==> src/sv/pai_pkg.sv <==
`default_nettype none

package pai_pkg;

  // Compare periods of the two timers
  localparam int unsigned BRAKE_PERIOD = 3500;
  localparam int unsigned PHASE_PERIOD = 3500;

  localparam int unsigned TIME_W = 16;

  // Reset and safe-state compare values
  localparam logic [TIME_W-1:0] PHASE_RESET      = TIME_W'(PHASE_PERIOD / 2);
  localparam logic [TIME_W-1:0] BRAKE_LOW_SAFE   = '0;
  localparam logic [TIME_W-1:0] BRAKE_HIGH_SAFE  = TIME_W'(BRAKE_PERIOD + 1);
  localparam logic [TIME_W-1:0] DEADTIME_RESET   = TIME_W'(20);

  // Stream widths
  localparam int unsigned IN_USER_W  = 3;
  localparam int unsigned IN_DATA_W  = 80;
  localparam int unsigned OUT_DATA_W = 88;

  typedef enum logic [2:0] {
    OP_ARM_BRAKE    = 3'd0,
    OP_DISARM_BRAKE = 3'd1,
    OP_ARM_MOTOR    = 3'd2,
    OP_DISARM_MOTOR = 3'd3,
    OP_APPLY_PHASE  = 3'd4,
    OP_APPLY_BRAKE  = 3'd5
  } op_t;

  typedef enum logic [1:0] {
    ST_DISARMED     = 2'd0,
    ST_WAIT_TIMINGS = 2'd1,
    ST_WAIT_UPDATE  = 2'd2,
    ST_ARMED        = 2'd3
  } arm_state_t;

  typedef struct packed {
    logic [2:0]        op;
    logic [TIME_W-1:0] phase_a_time;
    logic [TIME_W-1:0] phase_b_time;
    logic [TIME_W-1:0] phase_c_time;
    logic [TIME_W-1:0] brake_low_off;
    logic [TIME_W-1:0] brake_high_on;
  } cmd_t;

  typedef struct packed {
    logic              outputs_enabled;
    arm_state_t        arm_state;
    logic              brake_is_armed;
    logic              prior_armed;
    logic [TIME_W-1:0] phase_a_compare;
    logic [TIME_W-1:0] phase_b_compare;
    logic [TIME_W-1:0] phase_c_compare;
    logic [TIME_W-1:0] brake_low_compare;
    logic [TIME_W-1:0] brake_high_compare;
    logic              fault_latched;
  } result_t;

endpackage

`default_nettype wire

==> src/sv/pai_in_stage.sv <==
`default_nettype none

module pai_in_stage
  import pai_pkg::*;
(
  input  wire logic                 clk,
  input  wire logic                 rst,
  input  wire logic                 s_tvalid,
  output logic                      s_tready,
  input  wire logic [IN_USER_W-1:0] s_tuser,
  input  wire logic [IN_DATA_W-1:0] s_tdata,
  input  wire logic                 take,
  output logic                      cmd_valid,
  output cmd_t                      cmd
);

  // Accept when empty or when the held command leaves this cycle
  assign s_tready = !cmd_valid || take;

  // Track occupancy
  always_ff @(posedge clk) begin
    if (rst) begin
      cmd_valid <= 1'b0;
    end else if (s_tready) begin
      cmd_valid <= s_tvalid;
    end
  end

  // Capture the transaction payload
  always_ff @(posedge clk) begin
    if (s_tvalid && s_tready) begin
      cmd.op            <= s_tuser;
      cmd.phase_a_time  <= s_tdata[15:0];
      cmd.phase_b_time  <= s_tdata[31:16];
      cmd.phase_c_time  <= s_tdata[47:32];
      cmd.brake_low_off <= s_tdata[63:48];
      cmd.brake_high_on <= s_tdata[79:64];
    end
  end

endmodule

`default_nettype wire

==> src/sv/pai_core.sv <==
`default_nettype none

module pai_core
  import pai_pkg::*;
(
  input  wire logic              clk,
  input  wire logic              rst,
  input  wire logic              cfg_we,
  input  wire logic [TIME_W-1:0] cfg_wdata,
  input  wire logic              fire,
  input  cmd_t                   cmd,
  output result_t                res
);

  logic [TIME_W-1:0] deadtime_clocks;
  logic              brake_armed;
  arm_state_t        motor_arm_state;
  logic              output_enable;
  logic [TIME_W-1:0] phase_a, phase_b, phase_c;
  logic [TIME_W-1:0] brake_low_reg, brake_high_reg;
  logic              fault_flag;

  logic              brake_armed_next;
  arm_state_t        motor_arm_state_next;
  logic              output_enable_next;
  logic [TIME_W-1:0] phase_a_next, phase_b_next, phase_c_next;
  logic [TIME_W-1:0] brake_low_next, brake_high_next;
  logic              fault_next;
  logic              was;
  logic              gap_fault;
  logic [TIME_W-1:0] gap;

  // Brake gap; a wrapping gap never faults
  assign gap       = cmd.brake_high_on - cmd.brake_low_off;
  assign gap_fault = (cmd.brake_high_on >= cmd.brake_low_off) && (gap < deadtime_clocks);

  // Work out the interlock state after the command
  always_comb begin
    brake_armed_next     = brake_armed;
    motor_arm_state_next = motor_arm_state;
    output_enable_next   = output_enable;
    phase_a_next         = phase_a;
    phase_b_next         = phase_b;
    phase_c_next         = phase_c;
    brake_low_next       = brake_low_reg;
    brake_high_next      = brake_high_reg;
    fault_next           = fault_flag;
    was                  = 1'b0;
    case (cmd.op)
      OP_ARM_BRAKE: begin
        brake_armed_next = 1'b1;
        brake_low_next   = BRAKE_LOW_SAFE;
        brake_high_next  = BRAKE_HIGH_SAFE;
      end
      OP_DISARM_BRAKE: begin
        brake_armed_next     = 1'b0;
        brake_low_next       = BRAKE_LOW_SAFE;
        brake_high_next      = BRAKE_HIGH_SAFE;
        motor_arm_state_next = ST_DISARMED;
        output_enable_next   = 1'b0;
      end
      OP_ARM_MOTOR: begin
        if (brake_armed) begin
          motor_arm_state_next = ST_WAIT_TIMINGS;
        end
      end
      OP_DISARM_MOTOR: begin
        was                  = (motor_arm_state != ST_DISARMED);
        motor_arm_state_next = ST_DISARMED;
        output_enable_next   = 1'b0;
      end
      OP_APPLY_PHASE: begin
        phase_a_next = cmd.phase_a_time;
        phase_b_next = cmd.phase_b_time;
        phase_c_next = cmd.phase_c_time;
        if (!brake_armed) begin
          motor_arm_state_next = ST_DISARMED;
          output_enable_next   = 1'b0;
        end else begin
          case (motor_arm_state)
            ST_WAIT_TIMINGS: motor_arm_state_next = ST_WAIT_UPDATE;
            ST_WAIT_UPDATE: begin
              motor_arm_state_next = ST_ARMED;
              output_enable_next   = 1'b1;
            end
            ST_ARMED: motor_arm_state_next = ST_ARMED;
            default: begin
              motor_arm_state_next = ST_DISARMED;
              output_enable_next   = 1'b0;
            end
          endcase
        end
      end
      OP_APPLY_BRAKE: begin
        if (gap_fault) begin
          fault_next           = 1'b1;
          brake_armed_next     = 1'b0;
          brake_low_next       = BRAKE_LOW_SAFE;
          brake_high_next      = BRAKE_HIGH_SAFE;
          motor_arm_state_next = ST_DISARMED;
          output_enable_next   = 1'b0;
        end else if (brake_armed) begin
          brake_low_next  = cmd.brake_low_off;
          brake_high_next = cmd.brake_high_on;
        end
      end
      default: begin
        was = 1'b0;
      end
    endcase
  end

  // Hold the deadtime register
  always_ff @(posedge clk) begin
    if (rst) begin
      deadtime_clocks <= DEADTIME_RESET;
    end else if (cfg_we) begin
      deadtime_clocks <= cfg_wdata;
    end
  end

  // Advance the interlock state on each command
  always_ff @(posedge clk) begin
    if (rst) begin
      brake_armed     <= 1'b0;
      motor_arm_state <= ST_DISARMED;
      output_enable   <= 1'b0;
      phase_a         <= PHASE_RESET;
      phase_b         <= PHASE_RESET;
      phase_c         <= PHASE_RESET;
      brake_low_reg   <= BRAKE_LOW_SAFE;
      brake_high_reg  <= BRAKE_HIGH_SAFE;
      fault_flag      <= 1'b0;
    end else if (fire) begin
      brake_armed     <= brake_armed_next;
      motor_arm_state <= motor_arm_state_next;
      output_enable   <= output_enable_next;
      phase_a         <= phase_a_next;
      phase_b         <= phase_b_next;
      phase_c         <= phase_c_next;
      brake_low_reg   <= brake_low_next;
      brake_high_reg  <= brake_high_next;
      fault_flag      <= fault_next;
    end
  end

  // Result shows the state after the command
  always_comb begin
    res.outputs_enabled    = output_enable_next;
    res.arm_state          = motor_arm_state_next;
    res.brake_is_armed     = brake_armed_next;
    res.prior_armed        = was;
    res.phase_a_compare    = phase_a_next;
    res.phase_b_compare    = phase_b_next;
    res.phase_c_compare    = phase_c_next;
    res.brake_low_compare  = brake_low_next;
    res.brake_high_compare = brake_high_next;
    res.fault_latched      = fault_next;
  end

  a_oe_needs_brake: assert property (@(posedge clk) disable iff (rst)
    output_enable |-> brake_armed)
    else $error("outputs enabled with brake disarmed");

  a_motor_needs_brake: assert property (@(posedge clk) disable iff (rst)
    (motor_arm_state != ST_DISARMED) |-> brake_armed)
    else $error("motor armed with brake disarmed");

  a_fault_sticky: assert property (@(posedge clk) disable iff (rst)
    fault_flag |=> fault_flag)
    else $error("fault flag cleared without reset");

  a_fault_safe: assert property (@(posedge clk) disable iff (rst)
    (fire && (cmd.op == OP_APPLY_BRAKE) && gap_fault) |=>
      (!brake_armed && !output_enable && brake_low_reg == BRAKE_LOW_SAFE
       && brake_high_reg == BRAKE_HIGH_SAFE))
    else $error("deadtime fault left brake or motor armed");

endmodule

`default_nettype wire

==> src/sv/pai_out_stage.sv <==
`default_nettype none

module pai_out_stage
  import pai_pkg::*;
(
  input  wire logic                  clk,
  input  wire logic                  rst,
  input  wire logic                  load,
  input  result_t                    res,
  output logic                       free,
  output logic                       m_tvalid,
  input  wire logic                  m_tready,
  output logic [OUT_DATA_W-1:0]      m_tdata
);

  result_t held;

  // Room for a new result when empty or the held one is taken now
  assign free = !m_tvalid || m_tready;

  always_ff @(posedge clk) begin
    if (rst) begin
      m_tvalid <= 1'b0;
    end else if (free) begin
      m_tvalid <= load;
    end
  end

  // Hold the result until the transaction completes
  always_ff @(posedge clk) begin
    if (load && free) begin
      held <= res;
    end
  end

  // Pack fields from the lowest bit up, zero fill to whole bytes
  assign m_tdata = {2'b00,
                    held.fault_latched,
                    held.brake_high_compare,
                    held.brake_low_compare,
                    held.phase_c_compare,
                    held.phase_b_compare,
                    held.phase_a_compare,
                    held.prior_armed,
                    held.brake_is_armed,
                    held.arm_state,
                    held.outputs_enabled};

endmodule

`default_nettype wire

==> src/sv/pwm_arming_interlock.sv <==
// Channel   | Signals                          | Contents
// s (in)    | s_tvalid s_tready s_tuser s_tdata | one command
// m (out)   | m_tvalid m_tready m_tdata         | interlock status after command
// cfg       | cfg_we cfg_wdata                  | deadtime_clocks
//
// One command a cycle sustained while m_tready is high; input and result are both registered.
// The state update is one combinational pass between input and result registers.
// rst is synchronous: brake and motor disarmed, compares at their reset values,
// deadtime 20, fault clear, both stages empty.
// A stalled output holds its result; the input keeps taking commands while a
// stage is free.
`default_nettype none

module pwm_arming_interlock
  import pai_pkg::*;
(
  input  wire logic                  clk,
  input  wire logic                  rst,
  input  wire logic                  s_tvalid,
  output logic                       s_tready,
  input  wire logic [IN_USER_W-1:0]  s_tuser,   // op
  input  wire logic [IN_DATA_W-1:0]  s_tdata,   // phase_a_time, phase_b_time, phase_c_time,
                                                 // brake_low_off, brake_high_on
  output logic                       m_tvalid,
  input  wire logic                  m_tready,
  output logic [OUT_DATA_W-1:0]      m_tdata,   // outputs_enabled, arm_state, brake_is_armed,
                                                 // prior_armed, phase_a/b/c_compare,
                                                 // brake_low/high_compare, fault_latched, pad
  input  wire logic                  cfg_we,
  input  wire logic [TIME_W-1:0]     cfg_wdata
);

  logic    cmd_valid;
  cmd_t    cmd;
  logic    free;
  logic    fire;
  result_t res;

  assign fire = cmd_valid && free;

  pai_in_stage u_in (
    .clk       (clk),
    .rst       (rst),
    .s_tvalid  (s_tvalid),
    .s_tready  (s_tready),
    .s_tuser   (s_tuser),
    .s_tdata   (s_tdata),
    .take      (fire),
    .cmd_valid (cmd_valid),
    .cmd       (cmd)
  );

  pai_core u_core (
    .clk       (clk),
    .rst       (rst),
    .cfg_we    (cfg_we),
    .cfg_wdata (cfg_wdata),
    .fire      (fire),
    .cmd       (cmd),
    .res       (res)
  );

  pai_out_stage u_out (
    .clk      (clk),
    .rst      (rst),
    .load     (cmd_valid),
    .res      (res),
    .free     (free),
    .m_tvalid (m_tvalid),
    .m_tready (m_tready),
    .m_tdata  (m_tdata)
  );

endmodule

`default_nettype wire

==> config.mk <==
export PLATFORM = sky130hd
export DESIGN_NAME = pwm_arming_interlock
export DESIGN_NICKNAME = d
export VERILOG_FILES = /design/src/sv/pai_pkg.sv /design/src/sv/pai_in_stage.sv /design/src/sv/pai_core.sv /design/src/sv/pai_out_stage.sv /design/src/sv/pwm_arming_interlock.sv
export SDC_FILE = /design/constraint.sdc
export NUM_CORES = 1
export LEC_CHECK = 0
export ABC_AREA = 0
export ABC_CLOCK_PERIOD_IN_PS = 5300
export BUFFER_PORTS_ARGS = -buffer_cell sky130_fd_sc_hd__buf_4
export CAP_MARGIN = 15
export CORE_UTILIZATION = 45
export DETAILED_ROUTE_END_ITERATION = 16
export GPL_ROUTABILITY_DRIVEN = 0
export GPL_TIMING_DRIVEN = 0
export PLACE_DENSITY = 0.78
export SLEW_MARGIN = 25
export SYNTH_ARGS = -nofsm -noshare
export SYNTH_HDL_FRONTEND = slang
export SYNTH_SLANG_ARGS = --single-unit
==> constraint.sdc <==
create_clock -name clk -period 5.3 [get_ports clk]
set_clock_uncertainty 0.15 [all_clocks]
set_input_delay 0.53 -clock clk [delete_from_list [all_inputs] [get_ports clk]]
set_output_delay 0.53 -clock clk [all_outputs]
set_load 0.05 [all_outputs]
==> results.yml, run 1 <==
outcome:
  status: "finished clean"
timing:
  final.period_utilization_pct: 95.3
  max_clock_freq_mhz: 198
  setup-violations-final: 0
  slew_headroom_pct: 56.7
  tightest_slew_ns: 0.649
  period_minus_slack_ns: 5.05
  slew_viol_final: 0
  grt_setup_unrepaired: "false"
  hold_viol: 0
  finalHoldWorstSlack_ns: 0.0160
  setup_ws_ns: 0.249
grt:
  use_met2_pct: 33.7
  grt_pass1_wl_um: 38900
  grt-busiest-layer: "met2"
  met3_usage_pct: 3.39
  grt_pass1_vias: 7497
  grtUsageTotal_pct: 20.3
  grt_max_degree: 43
  grt_antenna_before_repair: 0
  overflow: 0
  grt_util_met1_pct: 26.9
die:
  die_w_um: 158
  start_util_pct: 46.1
  ioPinCount: 194
  die-area_sq_um: 24800
  coreArea_sq_um: 23600
  fp-row-count: 56
  die_h_um: 158
placement:
  dp_cells: 1373
  place_ws_ns: 0.204
  post-dp-hpwl_um: 17900
  numPortBuffers: 190
critical_path:
  cp_common_cell: "ha_1"
  cp_slowest_stage_delay_ns: 0.52
  path_class: "reg2reg"
  end_kind: "flop"
  startpoint_type: "flop"
  path_max_fanout: 10
  critPathTopFamily: "compound AO/OA/AOI/OAI gates"
  cpMaxStageDelayCell: "edfxtp_1"
  path_cells: "ha_1 -> nor2b_1 -> o31a_1 -> nor4_1 -> o31ai_1 -> a21o_1 -> a21oi_1 -> xnor2_1 -> ha_1 -> a41oi_2 -> o21ai_1 -> a211oi_2 -> nor2_1 -> or3_4 -> a31o_4 -> buf_6 -> a22o_1"
  critPathRequiredTime_ns: 5.43
  crit_arrival_ns: 5.18
  cp.buffers_inverters: 1
clock_network:
  clock_path_buffers: 3
  h-tree-depth: 1
  ctsRootBufferMaster: "clkbuf_16"
  clock-sinks: 272
  post_cts_buffers: 0
  numCtsBuffers: 29
  cts_tree: "yes"
  clk_pin_slew_worst_paths_ns: 0.06
  clk_latency_ns: 0.54
synth:
  ys_seq_area_share_pct: 65.5
  synth_top_family_by_area: "compound AO/OA/AOI/OAI gates"
  netlist_instances: 860
  syn_area_per_cell_sq_um: 12.7
  synth_warnings: 0
  synth_xor_area_share_pct: 1.05
  synthArstFlopShare_pct: 0
  synth_compound_area_share_pct: 11.2
  muxShareOfSynthArea_pct: 6.25
  ys_types: 54
  synthAdderAreaFrac_pct: 3.75
  synth_simple_gate_area_share_pct: 8.21
  synth-main-ff-cell: "edfxtp_1"
  synth_area_sq_um: 10900
  synth_edf_count: 169
  ys_seq_elements: 272
routing:
  dr_total_vias: 7533
  remaining_drc_errors: 0
  drt-total-wl_um: 25800
  first_pass_iters: 5
  drt_iter0_markers: 453
  ant_nets: 0
  vias_per_cell: 5.23
  wire_per_inst_um: 17.9
cells_and_area:
  fin_cells: 1441
  layout_commonest_cell: "buf_4"
  final_core_util_pct: 58.9
  diodes: 0
  final_nets: 1236
  syn2layout_area_growth_pct: 27.6
  final_cell_mix: "buf_4, edfxtp_1, nand2_1, dfxtp_1, a21oi_1"
  drive_above_1_share_pct: 27.5
  largest_register_ffs: 86
power:
  p_clk_share_pct: 40.6
  sw_frac_of_total_pct: 24.0
  power.share.sequential_pct: 47.9
  pwr-share-comb_pct: 11.5
  switchingPower_mw: 1.19
  p_per_area_nw_per_um2: 358
  internal_power_mw: 3.78
  ir_drop_uv: 232
  leakage_nw: 5.64
hold_path:
  hold_path.class: "in2reg"
flow_run:
  cap_violations: 0
## cell families (layout without fill, tap and decap cells)
family,count (synthesis),in the layout
other cells,1,2
xor+xnor,13,13
mux,62,62
buf+inv,99,360
compound gates,176,176
simple gates,205,205
fa+ha+maj,32,32
flops,272,272
## synth_stat cells, types with 5 or more instances
library cell | count | area [sq um]
edfxtp_1 | 169 | 5070
a211oi_1 | 6 | 45.0
a22oi_1 | 16 | 120
dfxtp_1 | 103 | 2060
clkbuf_1 | 23 | 86.3
xnor2_1 | 9 | 78.8
nand3_1 | 24 | 120
a21o_1 | 8 | 60.1
mux2_2 | 48 | 541
nor2b_1 | 5 | 31.3
buf_6 | 6 | 67.6
buf_1 | 8 | 30.0
mux2i_1 | 14 | 140
ha_1 | 31 | 388
nor2_1 | 38 | 143
nor3_1 | 6 | 30.0
a22o_1 | 48 | 420
o21ai_0 | 13 | 65.1
buf_2 | 5 | 25.0
a21oi_1 | 57 | 285
nand2_1 | 111 | 417
inv_1 | 54 | 203
## timing repair
| action | CTS | global route |
|---|---|---|
| endpoints found under the hold margin | 10 | 5 |
| setup endpoints to repair | 0 | 42 |
| gates resized for setup | 0 | 1 |
| hold buffers | 10 | 5 |
## path summary, 6_finish.rpt
| kind | start | end | slack [ns] | cells after the start |
|---|---|---|---|---|
| max | u_in.cmd[1] | u_out.m_tdata[60] | 0.25 | 17 |
| min | s_tdata[25] | u_in.cmd[57] | 0.02 | 1 |
| max reg2reg | u_in.cmd[1] | u_out.m_tdata[60] | 0.25 | 17 |
| min reg2reg | u_core.phase_b[11] | u_core.phase_b[11] | 0.30 | 2 |
## final cells by class
type	count	area (sq um)
Inverter	55	206
Tap cell	319	399
Buffer	44	228
Multi-Input combinational cell	490	3330
Fill cell	1881	9710
Clock buffer	42	815
Sequential cell	272	7140
Timing Repair Buffer	208	1640
Clock inverter	11	135
## power groups by stage
| stage | Clock (mW) | Combinational, mW | Sequential (mW) |
|---|---|---|---|
| 6_report | 2.02 | 0.573 | 2.38 |
| 5_1_grt | 2.12 | 0.623 | 2.39 |
| 4_1_cts | 2.04 | 0.568 | 2.38 |
| 3_5_place_dp | 0 | 0.558 | 2.42 |
| 3_3_place_gp | 0 | 0.537 | 2.43 |
| 2_1_floorplan | 0 | 0.286 | 2.50 |
## through the flow
stage	power (mW)	cell area, sq um	TNS, ns
global route	5.13	13900	0
global placement	2.97	12700	-77.84
floorplan	2.78	10900	0
detailed placement	2.98	12800	0
CTS	4.99	13800	0
finish	4.97	13900	0
## per-layer routing
layer  up-vias  part of all wire [%]
li1       3589                     -
met1      3652                    44
met2       236                    48
met3        56                   5.1
met4         0                   3.6
met5         -                     0
Note: power is estimated with default switching activity, not from simulation.
==> run 2, diff against run 1 <==
--- a/config.mk
+++ b/config.mk
@@ -13,7 +13,7 @@
 export DETAILED_ROUTE_END_ITERATION = 16
 export GPL_ROUTABILITY_DRIVEN = 0
 export GPL_TIMING_DRIVEN = 0
-export PLACE_DENSITY = 0.78
+export PLACE_DENSITY_LB_ADDON = 0.25
 export SLEW_MARGIN = 25
 export SYNTH_ARGS = -nofsm -noshare
 export SYNTH_HDL_FRONTEND = slang
==> run 2 against run 1 <==
First-iteration DRC count down 19%; register-to-register slack gained 0.03 ns; hold slack improved by 0.0038 ns; routed wire length decreased by 5.8%; clock-buffer cell count decreased by 7; total power fell by 0.83%; via count shrank 1.7%; sequential share of layout area decreased by 0.51 points; critical path type unchanged; largest power group unchanged; non-clock buffer count grew 16.
==> results.yml, run 2 (synthesized netlist as in run 1, its figures left out) <==
critical_path:
  critPathRequiredTime_ns: 5.43
  critPathTopFamily: "compound AO/OA/AOI/OAI gates"
  path_max_fanout: 10
  cp_slowest_stage_delay_ns: 0.53
  crit_arrival_ns: 5.16
  path_class: "reg2reg"
  startpoint_type: "flop"
  path_cells: "ha_1 -> nor2b_1 -> o31a_1 -> nor4_1 -> o31ai_1 -> a21o_1 -> a21oi_1 -> xnor2_1 -> ha_1 -> a41oi_2 -> o21ai_1 -> a211oi_1 -> nor2_1 -> or3_4 -> a31o_4 -> buf_6 -> a22o_1"
  cp.buffers_inverters: 1
  cp_common_cell: "ha_1"
  end_kind: "flop"
  cpMaxStageDelayCell: "edfxtp_1"
timing:
  period_minus_slack_ns: 5.02
  max_clock_freq_mhz: 199
  grt_setup_unrepaired: "false"
  hold_viol: 0
  slew_headroom_pct: 56.3
  slew_viol_final: 0
  setup-violations-final: 0
  fin_setup_tns_ns: 0
  final.period_utilization_pct: 94.8
  tightest_slew_ns: 0.655
  finalHoldWorstSlack_ns: 0.0198
die:
  start_util_pct: 46.1
  coreArea_sq_um: 23600
  die_w_um: 158
  ioPinCount: 194
  die-area_sq_um: 24800
  die_h_um: 158
  fp-row-count: 56
routing:
  drt-total-wl_um: 24300
  vias_per_cell: 5.09
  drt_iter0_markers: 369
  dr_total_vias: 7407
  ant_nets: 0
  remaining_drc_errors: 0
  first_pass_iters: 4
  wire_per_inst_um: 16.7
flow_run:
  cap_violations: 0
cells_and_area:
  largest_register_ffs: 86
  stdcell_area_sq_um: 14000
  final_cell_mix: "buf_4, edfxtp_1, nand2_1, dfxtp_1, a21oi_1"
  layout_commonest_cell: "buf_4"
  syn2layout_area_growth_pct: 28.9
  final_nets: 1251
  diodes: 0
  drive_above_1_share_pct: 27.2
  final_core_util_pct: 59.4
power:
  leakage_nw: 5.70
  p_per_area_nw_per_um2: 351
  ir_drop_uv: 191
grt:
  grt_max_degree: 46
  overflow: 0
  grt_pass1_wl_um: 37600
  grtUsageTotal_pct: 19.5
  grt_antenna_before_repair: 0
  grt_pass1_vias: 7277
clock_network:
  ctsRootBufferMaster: "clkbuf_16"
  h-tree-depth: 1
  clk_latency_ns: 0.54
  clock_path_buffers: 3
  clock-sinks: 272
  cts_tree: "yes"
  clk_pin_slew_worst_paths_ns: 0.07
  cts_resized: 0
  numCtsBuffers: 28
placement:
  placed_area_sq_um: 12800
  post-dp-hpwl_um: 16600
  numPortBuffers: 190
hold_path:
  hold_path.class: "in2reg"
outcome:
  status: "finished clean"
==> run 2: cell types whose count changed in the layout (fill, tap and decap cells not counted) <==
cell / before / now
clkinv_4: 2 / 1
clkinv_2: 4 / 7
dlygate4sd3_1: 15 / 31
inv_6: 0 / 1
a211oi_2: 1 / 0
a211oi_1: 5 / 6
clkinvlp_4: 0 / 1
clkbuf_1: 31 / 26
clkbuf_8: 4 / 2
clkinv_1: 2 / 4
==> run 2: what timing repair did <==
action | in CTS | in global routing
hold endpoints to repair | 31 | 0
hold buffers | 31 | 0
buffers inserted | 0 | 0
==> run 2: where the power goes <==
part | switching (mW) | internal [mW] | total [mW]
sequential | 0.0385 | 2.34 | 2.38
clock | 0.807 | 1.17 | 1.98
combinational | 0.337 | 0.234 | 0.571
==> run 2: path summary, 6_finish.rpt <==
path	end	from	slack [ns]	cells after the start
worst max-delay path	u_out.m_tdata[60]	u_in.cmd[1]	0.28	17
worst min-delay path	u_in.cmd[25]	s_tdata[57]	0.02	1
worst max register to register	u_out.m_tdata[60]	u_in.cmd[1]	0.28	17
worst min register to register	u_core.phase_a[3]	u_core.phase_a[3]	0.30	2
==> run 2: metal layers <==
layer / up-vias / share of wire [%] / track usage [%]
met5: - / 0 / 0
met2: 188 / 45 / 31.3
met4: 0 / 2.3 / 5.55
li1: 3625 / - / -
met1: 3547 / 47 / 27.2
met3: 47 / 5.0 / 3.33
==> run 2: worst register-to-register path: stages (launching register included) <==
cell      delay, ns
edfxtp_1       0.53
ha_1           0.36
nor2b_1        0.14
o31a_1         0.27
nor4_1         0.31
o31ai_1        0.20
a21o_1         0.22
a21oi_1        0.17
xnor2_1        0.14
ha_1           0.29
a41oi_2        0.18
o21ai_1        0.14
a211oi_1       0.40
nor2_1         0.13
or3_4          0.44
a31o_4         0.30
buf_6          0.15
a22o_1         0.25
==> run 2: layout make-up <==
class,count,area (sq um)
Timing Repair Buffer,224,1800
Inverter,55,206
Multi-Input combinational cell,490,3330
Buffer,44,228
Fill cell,1900,9580
Tap cell,319,399
Clock inverter,17,165
Sequential cell,272,7140
Clock buffer,35,768
==> run 2: per-stage QoR <==
stage                     power, mW  instances  setup slack [ns]
after CTS                      4.97       1456             0.324
after floorplan                2.78        861              1.02
after detailed placement       2.98       1373             0.353
after global placement         2.97       1370            -0.714
after global routing           5.11       1456            0.0707
final                          4.93       1456             0.276
==> run 3, diff against run 2 <==
--- a/config.mk
+++ b/config.mk
@@ -14,6 +14,7 @@
 export GPL_ROUTABILITY_DRIVEN = 0
 export GPL_TIMING_DRIVEN = 0
 export PLACE_DENSITY_LB_ADDON = 0.25
+export RECOVER_POWER = 50
 export SLEW_MARGIN = 25
 export SYNTH_ARGS = -nofsm -noshare
 export SYNTH_HDL_FRONTEND = slang
==> run 3 against run 2 <==
The run now ends with max-capacitance violations, max-slew violations left; sequential power about the same; die area is the same; via count decreased by 0.20%; combinational power is 4.6% lower; worst setup slack worse by 0.0066 ns; clock-buffer cell count is the same; fmax down 0.13%; clock power about the same; sequential share of layout area rose by 1.3 points; sequential cell count unchanged.
==> results.yml, run 3 (synthesized netlist as in run 1, its figures left out) <==
outcome:
  status: "complete, but fails checks"
  failed_checks: "max-capacitance violations, max-slew violations"
die:
  ioPinCount: 194
  coreArea_sq_um: 23600
  die_w_um: 158
  die_h_um: 158
  start_util_pct: 46.1
  fp-row-count: 56
  die-area_sq_um: 24800
grt:
  grtUsageTotal_pct: 19.5
  overflow: 0
  grt_antenna_before_repair: 0
  grt_max_degree: 46
  grt_pass1_wl_um: 37600
  grt_pass1_vias: 7277
critical_path:
  critPathRequiredTime_ns: 5.43
  end_kind: "flop"
  path_class: "reg2reg"
  startpoint_type: "flop"
  startpoint: "u_in.cmd[1]"
  path_max_fanout: 10
  crit_arrival_ns: 5.16
  regToRegEndpoint: "u_out.m_tdata[60]"
  r2r-start: "u_in.cmd[1]"
  rrSetupSlack_ns: 0.27
  r2r_cells: 17
cells_and_area:
  syn2layout_area_growth_pct: 25.6
  layout_commonest_cell: "edfxtp_1"
  n_fill_cell: 1985
  largest_register_ffs: 86
  final_nets: 1251
  diodes: 0
  drive_above_1_share_pct: 19.3
  final_cell_mix: "edfxtp_1, clkbuf_1, nand2_1, dfxtp_1, clkbuf_4"
power:
  leakage_nw: 5.35
  ir_drop_uv: 190
  power.total_mw: 4.90
  p_per_area_nw_per_um2: 358
routing:
  drt-total-wl_um: 24200
  vias_per_cell: 5.08
  remaining_drc_errors: 0
  ant_nets: 0
  first_pass_iters: 4
  wire_per_inst_um: 16.6
  dr_total_vias: 7392
  drt_iter0_markers: 404
timing:
  slew_headroom_pct: -80.0
  setup_ws_ns: 0.269
  slew_viol_final: 40
  final.period_utilization_pct: 94.9
  hold_viol: 0
  setup-violations-final: 0
  grt_setup_unrepaired: "false"
  max_clock_freq_mhz: 199
  period_minus_slack_ns: 5.03
  tightest_slew_ns: 2.70
clock_network:
  cts_resized: 0
  h-tree-depth: 1
  numCtsBuffers: 28
  clk_pin_slew_worst_paths_ns: 0.06
  post_cts_buffers: 0
  clk_latency_ns: 0.54
  ctsRootBufferMaster: "clkbuf_16"
  clock-sinks: 272
  cts_tree: "yes"
  hold_buffers: 31
  clock_path_buffers: 3
hold_path:
  min-delay-start: "s_tdata[68]"
  min_to: "u_in.cmd[4]"
  hold_path.class: "in2reg"
  whs_path_depth: 1
flow_run:
  cap_violations: 1
placement:
  numPortBuffers: 190
  place_ws_ns: 0.353
  post-dp-hpwl_um: 16600
[run 3: cell count changes in the layout (fill, tap and decap cells not counted), sizes merged]
cell	previous run	this run
clkbuf	58	233
buf	214	39
[run 3: worst max path at each step]
stage,end,cells past startpoint
6_report,u_out.m_tdata[60],17
5_1_grt,u_core.brake_low_reg[6],17
4_1_cts,u_out.m_tdata[84],17
3_5_place_dp,u_out.m_tdata[60],17
3_3_place_gp,u_out.m_tdata[65],6
2_1_floorplan,u_out.m_tdata[0],5
[run 3: power breakdown]
part           leakage, nW  total [mW]  internal (mW)  switching (mW)
Combinational         2.44       0.545          0.208           0.336
Clock                0.461        1.98           1.17           0.803
Sequential            2.45        2.38           2.34          0.0380
Total                 5.35        4.90           3.72            1.18
[run 3: per-layer routing]
layer	up-vias	share of wire, %	track usage, %
met5	-	0	0
met4	0	2.3	5.55
met3	49	5.2	3.33
met2	208	45	31.3
met1	3513	47	27.2
li1	3622	-	-
[run 3: final cells by class]
cell class                 instances  area (sq um)  area share [%]
tap                              319           399            2.92
clock buffer                      35           768            5.62
multi-input combinational        490          3330            24.3
timing repair buffer             224          1450            10.6
clock inverter                    17           165            1.21
inverter                          55           206            1.51
buffer                            44           228            1.66
sequential                       272          7140            52.2
[run 3: critical path: stages (launching register included)]
cell      delay [ns]
edfxtp_1        0.53
ha_1            0.36
nor2b_1         0.14
o31a_1          0.27
nor4_1          0.31
o31ai_1         0.20
a21o_1          0.22
a21oi_1         0.17
xnor2_1         0.14
ha_1            0.28
a41oi_2         0.18
o21ai_1         0.14
a211oi_1        0.40
nor2_1          0.13
or3_4           0.44
a31o_4          0.30
buf_6           0.15
a22o_1          0.24
[run 3: metrics by stage]
stage | utilization, % | std cells | hold slack, ns | TNS, ns | cell area [sq um]
after detailed placement | 54.2 | 1373 | 0.296 | 0 | 12800
after CTS | 59.4 | 1456 | 0.000203 | 0 | 14000
final | 57.9 | 1456 | 0.0441 | 0 | 13700
after global routing | 57.9 | 1456 | 0.0252 | 0 | 13700
after global placement | 53.9 | 1370 | 0.288 | -65.94 | 12700
after floorplan | - | 861 | 0.284 | 0 | 10900
